**config.mk**
```make
export PLATFORM = sky130hd
export DESIGN_NAME = windowed_welford_std_dev
export DESIGN_NICKNAME = d
export VERILOG_FILES = /design/src/rtl/wws_pkg.sv /design/src/rtl/wws_div.sv /design/src/rtl/wws_dp.sv /design/src/rtl/wws_ctrl.sv /design/src/rtl/windowed_welford_std_dev.sv
export SDC_FILE = /design/constraint.sdc
export NUM_CORES = 2
export LEC_CHECK = 0
export BUFFER_PORTS_ARGS = -buffer_cell sky130_fd_sc_hd__buf_2
export CORE_MARGIN = 5
export CORE_UTILIZATION = 30
export CTS_CLUSTER_DIAMETER = 150
export DETAILED_ROUTE_END_ITERATION = 10
export PLACE_DENSITY = 0.55
export RECOVER_POWER = 100
export SYNTH_ARGS = -nofsm -noshare
export SYNTH_HDL_FRONTEND = slang
export SYNTH_SLANG_ARGS = --single-unit
```
**constraint.sdc**
```tcl
create_clock -name clk -period 13.7 [get_ports clk]
set_input_delay 0 -clock clk [delete_from_list [all_inputs] [get_ports clk]]
set_output_delay 0 -clock clk [all_outputs]
set_load 0.005 [all_outputs]
```
**src/rtl/wws_pkg.sv**
```systemverilog
`default_nettype none
// ----------------------------------------------------------------------------
// wws_pkg
// Shared types and constants of the windowed standard deviation block.
// ----------------------------------------------------------------------------
package wws_pkg;

	localparam int VALUE_BITS_DEF = 32;
	localparam int CNT_W          = 32;
	localparam int M2_W           = 64;
	localparam int TIME_W         = 32;
	localparam int OUT_W          = 32;
	localparam int CFG_W          = 32;
	localparam int CFG_IDX_W      = 1;

	localparam logic [CFG_IDX_W-1:0] REG_WINDOW_START = 1'b0;
	localparam logic [CFG_IDX_W-1:0] REG_WINDOW_END   = 1'b1;

	typedef struct packed {
		logic load;
		logic div_mean;
		logic mean_upd;
		logic m2_add;
		logic div_var;
		logic sqrt_start;
		logic out_load;
		logic clear;
	} wws_cmd_t;

	typedef struct packed {
		logic kept;
		logic last;
		logic few;
		logic div_done;
		logic mul_done;
		logic sqrt_done;
		logic out_free;
	} wws_stat_t;

endpackage
`default_nettype wire

```
**src/rtl/wws_div.sv**
```systemverilog
`default_nettype none
// ----------------------------------------------------------------------------
// wws_div
// Restoring radix-2 divider, one quotient bit per cycle.
// ----------------------------------------------------------------------------
module wws_div #(
	parameter int NW = 64,
	parameter int DW = 32
) (
	input  wire logic          clk,
	input  wire logic          arst_n,
	input  wire logic          start,
	input  wire logic [NW-1:0] dividend,
	input  wire logic [DW-1:0] divisor,
	output logic               busy,
	output logic               done,
	output logic [NW-1:0]      quotient
);

	localparam int CW = $clog2(NW);

	logic [CW-1:0] cnt_q;
	logic          busy_q;
	logic          done_q;
	logic [NW-1:0] quo_q;
	logic [DW-1:0] rem_q;
	logic [DW-1:0] dvs_q;
	logic [DW:0]   trial;
	logic          fits;

	assign trial = {rem_q, quo_q[NW-1]};
	assign fits  = trial >= {1'b0, dvs_q};

	always_ff @(posedge clk or negedge arst_n) begin
		if (!arst_n) begin
			busy_q <= 1'b0;
			done_q <= 1'b0;
			cnt_q  <= '0;
		end else begin
			done_q <= 1'b0;
			if (start) begin
				busy_q <= 1'b1;
				cnt_q  <= CW'(NW - 1);
			end else if (busy_q) begin
				if (cnt_q == '0) begin
					busy_q <= 1'b0;
					done_q <= 1'b1;
				end
				cnt_q <= cnt_q - 1'b1;
			end
		end
	end

	always_ff @(posedge clk) begin
		if (start) begin
			quo_q <= dividend;
			rem_q <= '0;
			dvs_q <= divisor;
		end else if (busy_q) begin
			rem_q <= fits ? DW'(trial - {1'b0, dvs_q}) : trial[DW-1:0];
			quo_q <= {quo_q[NW-2:0], fits};
		end
	end

	assign busy     = busy_q;
	assign done     = done_q;
	assign quotient = quo_q;

endmodule
`default_nettype wire

```
**src/rtl/wws_dp.sv**
```systemverilog
`default_nettype none
// ----------------------------------------------------------------------------
// wws_dp
// Datapath: window test, Welford state, serial multiplier, square root, output.
// ----------------------------------------------------------------------------
module wws_dp
	import wws_pkg::*;
#(
	parameter int VALUE_BITS = VALUE_BITS_DEF
) (
	input  wire logic                  clk,
	input  wire logic                  arst_n,
	input  wire logic                  cfg_we,
	input  wire logic [CFG_IDX_W-1:0]  cfg_index,
	input  wire logic [CFG_W-1:0]      cfg_data,
	input  wire logic [TIME_W-1:0]     sample_time,
	input  wire logic [VALUE_BITS-1:0] sample_value,
	input  wire logic                  last_sample,
	input  wire wws_cmd_t              cmd,
	output wws_stat_t                  stat,
	input  wire logic                  out_ready,
	output logic                       out_valid,
	output logic [OUT_W-1:0]           std_dev,
	output logic [CNT_W-1:0]           used_count,
	output logic                       status
);

	localparam int MAGW = VALUE_BITS + 16;
	localparam int PW   = 2 * MAGW;
	localparam int MCW  = $clog2(MAGW);
	localparam int EXTW = 128;

	logic [TIME_W-1:0]      win_start_q, win_end_q;
	logic                   kept_q, last_q, neg_q;
	logic signed [MAGW-1:0] x_q, mean_q;
	logic [MAGW-1:0]        mag_q;
	logic [CNT_W-1:0]       count_q, count_inc;
	logic [M2_W-1:0]        m2_q;

	logic                   neg_c;
	logic [MAGW-1:0]        mag_c, q_c;

	logic                   div_start, div_busy, div_done;
	logic [M2_W-1:0]        div_num, div_quo;
	logic [CNT_W-1:0]       div_den;

	logic [MAGW-1:0]        ma_q;
	logic [PW-1:0]          mprod_q;
	logic [MCW-1:0]         mcnt_q;
	logic                   mbusy_q, mdone_q;
	logic [MAGW:0]          msum;
	logic [EXTW-1:0]        prod_ext;
	logic [M2_W-1:0]        inc;
	logic [M2_W:0]          m2_sum;

	logic [M2_W-1:0]        sv_q, sres_q, sbit_q, strial;
	logic                   sbusy_q, sdone_q;

	logic                   out_valid_q, status_q;
	logic [OUT_W-1:0]       std_q;
	logic [CNT_W-1:0]       used_q;

	// Configuration registers.
	always_ff @(posedge clk or negedge arst_n) begin
		if (!arst_n) begin
			win_start_q <= '0;
			win_end_q   <= '1;
		end else if (cfg_we) begin
			unique case (cfg_index)
				REG_WINDOW_START: win_start_q <= cfg_data;
				REG_WINDOW_END:   win_end_q   <= cfg_data;
				default: ;
			endcase
		end
	end

	assign neg_c     = x_q < mean_q;
	assign mag_c     = neg_c ? MAGW'(mean_q - x_q) : MAGW'(x_q - mean_q);
	assign count_inc = (count_q == '1) ? count_q : count_q + 1'b1;
	assign q_c       = div_quo[MAGW-1:0];

	assign div_start = cmd.div_mean | cmd.div_var;
	assign div_num   = cmd.div_mean ? M2_W'(mag_c) : m2_q;
	assign div_den   = cmd.div_mean ? count_inc : count_q - 1'b1;

	wws_div #(.NW(M2_W), .DW(CNT_W)) u_div (
		.clk      (clk),
		.arst_n   (arst_n),
		.start    (div_start),
		.dividend (div_num),
		.divisor  (div_den),
		.busy     (div_busy),
		.done     (div_done),
		.quotient (div_quo)
	);

	// Sample capture and Welford state.
	always_ff @(posedge clk) begin
		if (cmd.load) begin
			x_q    <= {sample_value, 16'h0000};
			last_q <= last_sample;
			kept_q <= (sample_time >= win_start_q) && (sample_time <= win_end_q);
		end
		if (cmd.div_mean) begin
			mag_q <= mag_c;
			neg_q <= neg_c;
		end
	end

	always_ff @(posedge clk or negedge arst_n) begin
		if (!arst_n) begin
			count_q <= '0;
			mean_q  <= '0;
			m2_q    <= '0;
		end else if (cmd.clear) begin
			count_q <= '0;
			mean_q  <= '0;
			m2_q    <= '0;
		end else begin
			if (cmd.div_mean) count_q <= count_inc;
			if (cmd.mean_upd) mean_q <= neg_q ? mean_q - q_c : mean_q + q_c;
			if (cmd.m2_add)   m2_q <= m2_sum[M2_W] ? '1 : m2_sum[M2_W-1:0];
		end
	end

	// Shift-add multiplier for |delta| * |delta2|, one bit per cycle.
	assign msum = {1'b0, mprod_q[PW-1:MAGW]} + (mprod_q[0] ? {1'b0, ma_q} : '0);

	always_ff @(posedge clk or negedge arst_n) begin
		if (!arst_n) begin
			mbusy_q <= 1'b0;
			mdone_q <= 1'b0;
			mcnt_q  <= '0;
		end else begin
			mdone_q <= 1'b0;
			if (cmd.mean_upd) begin
				mbusy_q <= 1'b1;
				mcnt_q  <= MCW'(MAGW - 1);
			end else if (mbusy_q) begin
				if (mcnt_q == '0) begin
					mbusy_q <= 1'b0;
					mdone_q <= 1'b1;
				end
				mcnt_q <= mcnt_q - 1'b1;
			end
		end
	end

	always_ff @(posedge clk) begin
		if (cmd.mean_upd) begin
			ma_q    <= mag_q;
			mprod_q <= {{MAGW{1'b0}}, MAGW'(mag_q - q_c)};
		end else if (mbusy_q) begin
			mprod_q <= {msum, mprod_q[MAGW-1:1]};
		end
	end

	assign prod_ext = EXTW'(mprod_q);
	assign inc      = (prod_ext[EXTW-1:96] != '0) ? '1 : prod_ext[95:32];
	assign m2_sum   = {1'b0, m2_q} + {1'b0, inc};

	// Digit-by-digit integer square root, two radicand bits per cycle.
	assign strial = sres_q + sbit_q;

	always_ff @(posedge clk or negedge arst_n) begin
		if (!arst_n) begin
			sbusy_q <= 1'b0;
			sdone_q <= 1'b0;
		end else begin
			sdone_q <= 1'b0;
			if (cmd.sqrt_start) begin
				sbusy_q <= 1'b1;
			end else if (sbusy_q && sbit_q[0]) begin
				sbusy_q <= 1'b0;
				sdone_q <= 1'b1;
			end
		end
	end

	always_ff @(posedge clk) begin
		if (cmd.sqrt_start) begin
			sv_q   <= div_quo;
			sres_q <= '0;
			sbit_q <= M2_W'(1) << (M2_W - 2);
		end else if (sbusy_q) begin
			if (sv_q >= strial) begin
				sv_q   <= sv_q - strial;
				sres_q <= (sres_q >> 1) + sbit_q;
			end else begin
				sres_q <= sres_q >> 1;
			end
			sbit_q <= sbit_q >> 2;
		end
	end

	// Result register.
	always_ff @(posedge clk or negedge arst_n) begin
		if (!arst_n) begin
			out_valid_q <= 1'b0;
		end else if (cmd.out_load) begin
			out_valid_q <= 1'b1;
		end else if (out_ready) begin
			out_valid_q <= 1'b0;
		end
	end

	always_ff @(posedge clk) begin
		if (cmd.out_load) begin
			std_q    <= stat.few ? '0 : sres_q[OUT_W-1:0];
			used_q   <= count_q;
			status_q <= stat.few;
		end
	end

	assign stat.kept      = kept_q;
	assign stat.last      = last_q;
	assign stat.few       = count_q < CNT_W'(2);
	assign stat.div_done  = div_done;
	assign stat.mul_done  = mdone_q;
	assign stat.sqrt_done = sdone_q;
	assign stat.out_free  = !out_valid_q || out_ready;

	assign out_valid  = out_valid_q;
	assign std_dev    = std_q;
	assign used_count = used_q;
	assign status     = status_q;

`ifndef NO_ASSERTIONS
	a_div_idle: assert property (@(posedge clk) disable iff (!arst_n)
		div_start |-> !div_busy)
		else $error("divider started while busy");
	a_one_unit: assert property (@(posedge clk) disable iff (!arst_n)
		$onehot0({div_busy, mbusy_q, sbusy_q}))
		else $error("more than one iterative unit active");
	a_no_overwrite: assert property (@(posedge clk) disable iff (!arst_n)
		cmd.out_load |-> (!out_valid_q || out_ready))
		else $error("result register overwritten before transfer");
	a_clear: assert property (@(posedge clk) disable iff (!arst_n)
		cmd.clear |=> (count_q == '0 && m2_q == '0))
		else $error("statistics not cleared after result");
`endif

endmodule
`default_nettype wire

```
**src/rtl/wws_ctrl.sv**
```systemverilog
`default_nettype none
// ----------------------------------------------------------------------------
// wws_ctrl
// Sequencer that steps one sample through the datapath.
// ----------------------------------------------------------------------------
module wws_ctrl
	import wws_pkg::*;
(
	input  wire logic      clk,
	input  wire logic      arst_n,
	input  wire logic      in_valid,
	output logic           in_ready,
	input  wire wws_stat_t stat,
	output wws_cmd_t       cmd
);

	localparam logic [2:0] ST_IDLE  = 3'd0;
	localparam logic [2:0] ST_CHECK = 3'd1;
	localparam logic [2:0] ST_DIVM  = 3'd2;
	localparam logic [2:0] ST_MUL   = 3'd3;
	localparam logic [2:0] ST_FIN   = 3'd4;
	localparam logic [2:0] ST_DIVV  = 3'd5;
	localparam logic [2:0] ST_SQRT  = 3'd6;
	localparam logic [2:0] ST_RES   = 3'd7;

	logic [2:0] state_q, state_d;

	always_comb begin
		state_d  = state_q;
		cmd      = '0;
		in_ready = 1'b0;
		unique case (state_q)
			ST_IDLE: begin
				in_ready = 1'b1;
				if (in_valid) begin
					cmd.load = 1'b1;
					state_d  = ST_CHECK;
				end
			end
			ST_CHECK: begin
				if (stat.kept) begin
					cmd.div_mean = 1'b1;
					state_d      = ST_DIVM;
				end else begin
					state_d = ST_FIN;
				end
			end
			ST_DIVM: begin
				if (stat.div_done) begin
					cmd.mean_upd = 1'b1;
					state_d      = ST_MUL;
				end
			end
			ST_MUL: begin
				if (stat.mul_done) begin
					cmd.m2_add = 1'b1;
					state_d    = ST_FIN;
				end
			end
			ST_FIN: begin
				priority if (!stat.last) begin
					state_d = ST_IDLE;
				end else if (stat.few) begin
					state_d = ST_RES;
				end else begin
					cmd.div_var = 1'b1;
					state_d     = ST_DIVV;
				end
			end
			ST_DIVV: begin
				if (stat.div_done) begin
					cmd.sqrt_start = 1'b1;
					state_d        = ST_SQRT;
				end
			end
			ST_SQRT: begin
				if (stat.sqrt_done) state_d = ST_RES;
			end
			ST_RES: begin
				if (stat.out_free) begin
					cmd.out_load = 1'b1;
					cmd.clear    = 1'b1;
					state_d      = ST_IDLE;
				end
			end
			default: state_d = ST_IDLE;
		endcase
	end

	always_ff @(posedge clk or negedge arst_n) begin
		if (!arst_n) begin
			state_q <= ST_IDLE;
		end else begin
			state_q <= state_d;
		end
	end

endmodule
`default_nettype wire

```
**src/rtl/windowed_welford_std_dev.sv**
```systemverilog
`default_nettype none
// ----------------------------------------------------------------------------
// windowed_welford_std_dev
// Sample standard deviation of the samples inside a time window.
// ----------------------------------------------------------------------------
// Samples are taken one at a time. A sample outside the window only passes
// the window test; a sample inside it also goes through the radix-2 divider
// that forms delta/n and the bit-serial multiplier of VALUE_BITS+16 steps.
// The sample marked last then runs the variance division and the 32-step
// square root when two or more samples were kept.
// The result waits in an output register,
// so a new sample is taken while the previous result still waits for transfer.
module windowed_welford_std_dev
	import wws_pkg::*;
#(
	parameter int VALUE_BITS = VALUE_BITS_DEF
) (
	input  wire logic                  clk,
	input  wire logic                  arst_n,
	input  wire logic                  cfg_we,
	input  wire logic [CFG_IDX_W-1:0]  cfg_index,
	input  wire logic [CFG_W-1:0]      cfg_data,
	input  wire logic                  in_valid,
	output logic                       in_ready,
	input  wire logic [TIME_W-1:0]     sample_time,
	input  wire logic [VALUE_BITS-1:0] sample_value,
	input  wire logic                  last_sample,
	output logic                       out_valid,
	input  wire logic                  out_ready,
	output logic [OUT_W-1:0]           std_dev,
	output logic [CNT_W-1:0]           used_count,
	output logic                       status
);

	wws_cmd_t  cmd;
	wws_stat_t stat;

	wws_ctrl u_ctrl (
		.clk      (clk),
		.arst_n   (arst_n),
		.in_valid (in_valid),
		.in_ready (in_ready),
		.stat     (stat),
		.cmd      (cmd)
	);

	wws_dp #(.VALUE_BITS(VALUE_BITS)) u_dp (
		.clk          (clk),
		.arst_n       (arst_n),
		.cfg_we       (cfg_we),
		.cfg_index    (cfg_index),
		.cfg_data     (cfg_data),
		.sample_time  (sample_time),
		.sample_value (sample_value),
		.last_sample  (last_sample),
		.cmd          (cmd),
		.stat         (stat),
		.out_ready    (out_ready),
		.out_valid    (out_valid),
		.std_dev      (std_dev),
		.used_count   (used_count),
		.status       (status)
	);

endmodule
`default_nettype wire

```
**Yosys cells after proc, flatten, opt, wreduce, memory -nomap -nowiden**

Index checks and enable logic that the tools add are counted.

- Register bits: 810
- Input bits: 103
- Output and inout bits: 67
- Word-level logic and storage cells: 158

- Add/subtract/negate cells: 15
- Magnitude comparators: 6
- Eq/ne operators: 14
- Mux-type cells: 69
- Bitwise operators: 2
- Reductions and logical operators: 20

Operators by type and width:

| operator | number |
|---|---|
| 64-bit 2-to-1 mux | 10 |
| 48-bit 2-to-1 mux | 7 |
| 48-bit subtractor | 4 |
| 32-bit 2-to-1 mux | 5 |
| 64-bit by 64-bit adder with 65-bit output | 1 |
| 63-bit by 63-bit adder with 64-bit output | 1 |
| 64-bit by 63-bit adder with 64-bit output | 1 |
| 64-bit >= comparator | 1 |
| 64-bit subtractor | 1 |
| 48-bit by 48-bit adder with 49-bit output | 1 |
| 48-bit adder | 1 |
| 48-bit < comparator | 1 |
| 33-bit by 32-bit >= comparator with 1-bit output | 1 |
| 32-bit by 1-bit adder with 32-bit output, second input constant | 1 |
| 32-bit == test, second input constant | 1 |
| 32-bit >= comparator | 1 |
| 32-bit <= comparator | 1 |
| 32-bit by 2-bit < comparator with 1-bit output, second input constant | 1 |
| 32-bit by 1-bit subtractor with 32-bit output, second input constant | 1 |
| 32-bit subtractor | 1 |
| 1-bit 2-to-1 mux | 31 |
| 3-bit 2-to-1 mux | 8 |
| 6-bit 2-to-1 mux | 4 |
| 3-bit one-hot mux with 8 select lines | 1 |
| other kinds (17) | 40 |

**Longest topological paths before layout**

- Word-level depth: 6
- Gate-level depth with buffers: 27
- Depth with buffers taken out: 25

**Hierarchy**

A second synthesis with hierarchy kept.

- Cell total of the unflattened synthesis: 6625
- Area, all modules: 59624.7 sq um

By module, submodules not included:

| module | times used | cells each | area each (sq um) | seq. area each (sq um) |
|---|---|---|---|---|
| wws_dp | 1 | 5925 | 51957.3 | 17651.9 |
| wws_div | 1 | 660 | 7353.3 | 3723.6 |
| wws_ctrl | 1 | 40 | 314.1 | 75.1 |

**Least setup slack after synthesis**

Ideal clock, no wire load.

- Kind: reg2reg
- Start point: reg u_dp.sres_q[2]
- End point: reg u_dp.sv_q[0] (enable)
- Setup time: 574 ps
- Data arrival time: 9309 ps
- Required time: 13126 ps
- Slack: 3816 ps
- Cell stages (with the launch flop): 26
- Buffers on the path: 4
- Period minus slack after synthesis: 9884 ps
- Path through: dfxtp_1 -> ha_1 -> a31oi_1 -> a211oi_1 -> a21o_1 -> a32oi_1 -> o31ai_1 -> a211oi_1 -> a211oi_1 -> a21oi_1 -> inv_1 -> a31oi_1 -> xor2_1 -> ha_1 -> clkbuf_1 -> a21o_1 -> a21o_1 -> a21oi_1 -> o21ai_0 -> o21a_1 -> o21ai_0 -> o311a_1 -> buf_2 -> buf_2 -> buf_2 -> o21ai_0

- Word-level cells in the longest chain between the ends: 4

RTL lines:

| what | line | source |
|---|---|---|
| start: declaration | wws_dp.sv:56 | `logic [M2_W-1:0] sv_q, sres_q, sbit_q, strial;` |
| start signal: assignment | wws_dp.sv:188 | `sres_q <= (sres_q >> 1) + sbit_q;` |
| start signal: assignment | wws_dp.sv:190 | `sres_q <= sres_q >> 1;` |
| 64-bit by 63-bit adder with 64-bit output | wws_dp.sv:163 | `assign strial = sres_q + sbit_q;` |
| 64-bit >= comparator | wws_dp.sv:186 | `if (sv_q >= strial) begin` |
| 2-bit nonzero test (no line) | - |  |
| 2-bit AND reduction (no line) | - |  |
| end signal: assignment | wws_dp.sv:182 | `sv_q <= div_quo;` |
| end signal: assignment | wws_dp.sv:187 | `sv_q <= sv_q - strial;` |
| end: declaration | wws_dp.sv:56 |  |

Every way passes these cells.
A chain may end at the register's enable or synchronous reset.

**Worst setup path in the final report**

- Start point: reg u_dp.count_q[20]
- End point: reg u_dp.u_div.quo_q[3], in the netlist u_dp.u_div.quotient[3] (enable)

- Word-level cells in the longest chain between the ends: 6

RTL lines:

| what | line | source |
|---|---|---|
| start: declaration | wws_dp.sv:37 | `logic [CNT_W-1:0] count_q, count_inc;` |
| start signal: assignment | wws_dp.sv:120 | `if (cmd.div_mean) count_q <= count_inc;` |
| 32-bit by 2-bit < comparator with 1-bit output | wws_dp.sv:217 | `assign stat.few = count_q < CNT_W'(2);` |
| 1-bit 2-to-1 mux | wws_ctrl.sv:63 | `end else if (stat.few) begin` |
| 1-bit 2-to-1 mux | wws_ctrl.sv:61 | `priority if (!stat.last) begin` |
| 1-bit 2-to-1 mux | wws_ctrl.sv:32 | `unique case (state_q)` |
| 1-bit OR | wws_dp.sv:82 | `assign div_start = cmd.div_mean \| cmd.div_var;` |
| 2-bit nonzero test (no line) | - |  |
| end signal: assignment | wws_div.sv:56 | `quo_q <= dividend;` |
| end signal: assignment | wws_div.sv:61 | `quo_q <= {quo_q[NW-2:0], fits};` |
| end: declaration | wws_div.sv:25 | `logic [NW-1:0] quo_q;` |

Every way passes these cells.

==> metrics.csv <==
stage;metric;value;unit
status;status;complete, but fails checks;
status;violations;capacitance limit, slew limit;
worst_setup_path;cp.arrival;10.12;ns
timing;drv_slew;1463;
drt;via_count;50800;
synth;synthesis.nets;7297;
timing;finalSetupViolations;0;
layout;layout_commonest_cell;nand2_1;
synth;synth_edf_count;404;
clock_tree;htreeDepth;3;
timing;rsz0062_at_grt;no;
floorplanning;num_rows;162;
timing;hold_violations;0;
layout;nets;7455;
clock_tree;clk_latency;0.75;ns
floorplanning;fp.dieArea;206000;um2
worst_setup_path;critPathMaxStageDelay;2.60;ns
floorplanning;fp.dieH;453;um
timing;max_freq;102;MHz
clock_tree;root_buffer;clkbuf_16;
grt;grt_pass1_wl;290;mm
floorplanning;io_pins;170;
synth;ys_seq_area_frac;0.364;
power_and_ir_drop;p_per_area;200;nW/um2
grt;grt_overflow;0;
worst_setup_path;crit_path_start_kind;flip-flop;
worst_setup_path;cp.required;14.03;ns
timing;fin_crit;9.79;ns
drt;dr.pass1.iters;5;
worst_hold_path;hold_path_depth;4;
synth;avgSynthCellArea;8.82;um2
timing;fin_skew;0.0628;ns
synth;ys.flop_type;edfxtp_1;
drt;drt_iter0_markers;4007;
drt;avgViaCountPerCell;5.32;
synth;synth.area.top_cells;edfxtp_1, ha_1, dfrtp_1, dfxtp_1, a21oi_1;
synth;ys_types;96;
clock_tree;numClockSinks;810;
worst_setup_path;path_class;flip-flop to flip-flop;
synth;yosysWarningCount;0;
grt;grt_max_degree;106;
floorplanning;core;195000;um2
grt;grt_usage;0.177;
grt;grt_pass1_vias;48800;
synth;synth-seq-cells;810;
clock_tree;cts_setup_buffers;0;
synth;syn_inst;6685;
timing;fin_setup_tns;0;ns
place;gp_congestion;0.928;
place;hpwl;141;mm
layout;layout_common_cells;nand2_1, a21oi_1, ha_1;
timing;max-slew-margin-rel;-2.14;
floorplanning;die_x;453;um
drt;wl_per_cell;19.6;um
synth;yosys.area.top_type_share;0.206;
drt;finalWirelength;187;mm
drt;drc;0;
layout;fill_cells;20200;
clock_tree;cts_tree;done;
worst_setup_path;crit_fanout;57;
drt;antenna_left;0;
clock_tree;cts_buffer_depth;3;
worst_setup_path;crit_chain;or4_1, or2_0, nor4_1, nand2_1, or4_1, nor2_1, nor4b_1, nor2_1, buf_4, nand2_1, buf_4;
synth;yosysTopAreaCell;edfxtp_1;
worst_setup_path;cp_slowest_cell;nor2_1;
synth;async_flop_share;0.284;
power_and_ir_drop;p_leak;28.1;nW
synth;synth_area;59000;um2
timing;post-route-period-util;0.714;
layout;fin_util;0.344;
power_and_ir_drop;peakVddDrop;108;uV
timing;max_slew.worst_pin.slew;4.71;ns
grt;grt_antenna_before_repair;12;
clock_tree;clk_pin_slew;0.06;ns
layout;drive_above_1_share;0.0596;
clock_tree;cts_buffers;95;
layout;area_delta_synth_final;13.8;%
place;numPortBuffers;169;
worst_hold_path;min_path_type;input port to flip-flop;
worst_setup_path;endpoint_kind;flip-flop;
job;maxCapViolCount;29;
floorplanning;start_util;0.302;
timing;whs;0.0707;ns
worst_setup_path;rr_worst_depth;11;
-- per-layer routing --
layer | global-route usage | vias up | share of wire | wire length [um]
met5 | 0 | - | 0.00020 | 37
met1 | 0.247 | 24600 | 0.47 | 87300
met2 | 0.285 | 1301 | 0.45 | 84600
met3 | 0.0276 | 265 | 0.054 | 10100
li1 | - | 24700 | - | -
met4 | 0.0455 | 6 | 0.028 | 5290
-- cells in the mapped netlist, types with 13 or more instances --
master / number
a211o_1: 13
a211oi_1: 85
a21boi_0: 15
a21o_1: 311
a21oi_1: 605
a221oi_1: 20
a22oi_1: 26
a31o_2: 24
a31oi_1: 180
a41oi_1: 13
and2_1: 83
and3_1: 66
and4_1: 17
buf_1: 20
buf_2: 31
clkbuf_1: 286
dfrtp_1: 198
dfstp_2: 32
dfxtp_1: 176
edfxtp_1: 404
ha_1: 502
inv_1: 316
mux2_2: 40
mux2i_1: 107
nand2_1: 620
nand2b_1: 54
nand3_1: 156
nand4_1: 108
nor2_1: 482
nor2b_1: 99
nor3_1: 112
nor4_1: 26
o211ai_1: 35
o21a_1: 60
o21ai_0: 456
o21ai_1: 15
o21bai_1: 68
o31ai_1: 45
or3_1: 29
or4_1: 14
xnor2_1: 319
xor2_1: 208
-- logic make-up (layout without fill, tap and decap cells) --
family | Yosys count | in the layout | synth area share
AO/OA/AOI/OAI | 2118 | 2118 | 0.227
flip-flops | 810 | 810 | 0.364
XOR/XNOR | 527 | 527 | 0.0783
multiplexers | 147 | 147 | 0.0258
other | 0 | 5 | 0
AND/OR/NAND/NOR | 1913 | 1913 | 0.154
adder cells (fa/ha/maj) | 509 | 509 | 0.109
buffers and inverters | 661 | 902 | 0.0429
-- worst max-delay path: cells and delay by family (launching register included) --
| kind | cells | cell delay [ns] |
|---|---|---|
| buffers and inverters | 2 | 1.10 |
| and+or+nand+nor | 9 | 7.65 |
| DFF | 1 | 0.49 |
-- flip-flops by register name (all words and copies together), names as in the netlist, 48 cells and up --
name / count
u_dp.m2_q: 64
u_dp.ma_q: 48
u_dp.mag_q: 48
u_dp.mean_q: 48
u_dp.mprod_q: 96
u_dp.sres_q: 64
u_dp.sv_q: 64
u_dp.u_div.quotient: 64
-- power breakdown --
part / internal [W] / leakage (nW) / switching, W / total, W
Sequential: 0.00332 / 8.19 / 0.000672 / 0.00399
Clock: 0.00160 / 1.62 / 0.00115 / 0.00275
Combinational: 0.00267 / 18.2 / 0.00399 / 0.00667
Total: 0.00760 / 28.1 / 0.00581 / 0.0134
-- cell type report --
class,instances,area [um2],area share
clock buffer,119,2590,0.0386
timing repair buffer,401,2910,0.0433
sequential,810,21500,0.320
clock inverter,61,758,0.0113
inverter,321,1210,0.0180
multi-input combinational,5214,34900,0.520
antenna,5,12.5,0.000186
tap,2624,3280,0.0489
-- what timing repair did --
item                      4_1_cts  5_1_grt
hold endpoints to repair      247        0
hold buffers                  193        0
resized for setup               0        0
-- final timing paths --
check / start / to / slack (ns)
hold / removal: cfg_data[19] / u_dp.win_start_q[19] / 0.07
setup / recovery: u_dp.count_q[20] / u_dp.u_div.quotient[3] / 3.91
setup reg to reg: u_dp.count_q[20] / u_dp.u_div.quotient[3] / 3.91
max in group asynchronous: arst_n / u_dp.u_div.cnt_q[0] / 5.85
hold reg to reg: u_dp.mag_q[33] / u_dp.ma_q[33] / 0.48
min in group asynchronous: arst_n / u_dp.win_end_q[0] / 0.99
-- stage by stage --
| stage | power, W | cells | cell area, um2 | setup slack [ns] |
|---|---|---|---|---|
| 6_report | 0.0134 | 9555 | 67100 | 3.91 |
| 5_1_grt | 0.0144 | 9554 | 67100 | 3.16 |
| 4_1_cts | 0.0135 | 9550 | 67500 | 5.94 |
| 3_5_place_dp | 0.0106 | 9177 | 62200 | 5.92 |
| 3_3_place_gp | 0.0106 | 9177 | 62200 | 6.02 |
| 2_1_floorplan | 0.00877 | 6685 | 59000 | 3.82 |
Power figures use the tool's default switching activity.
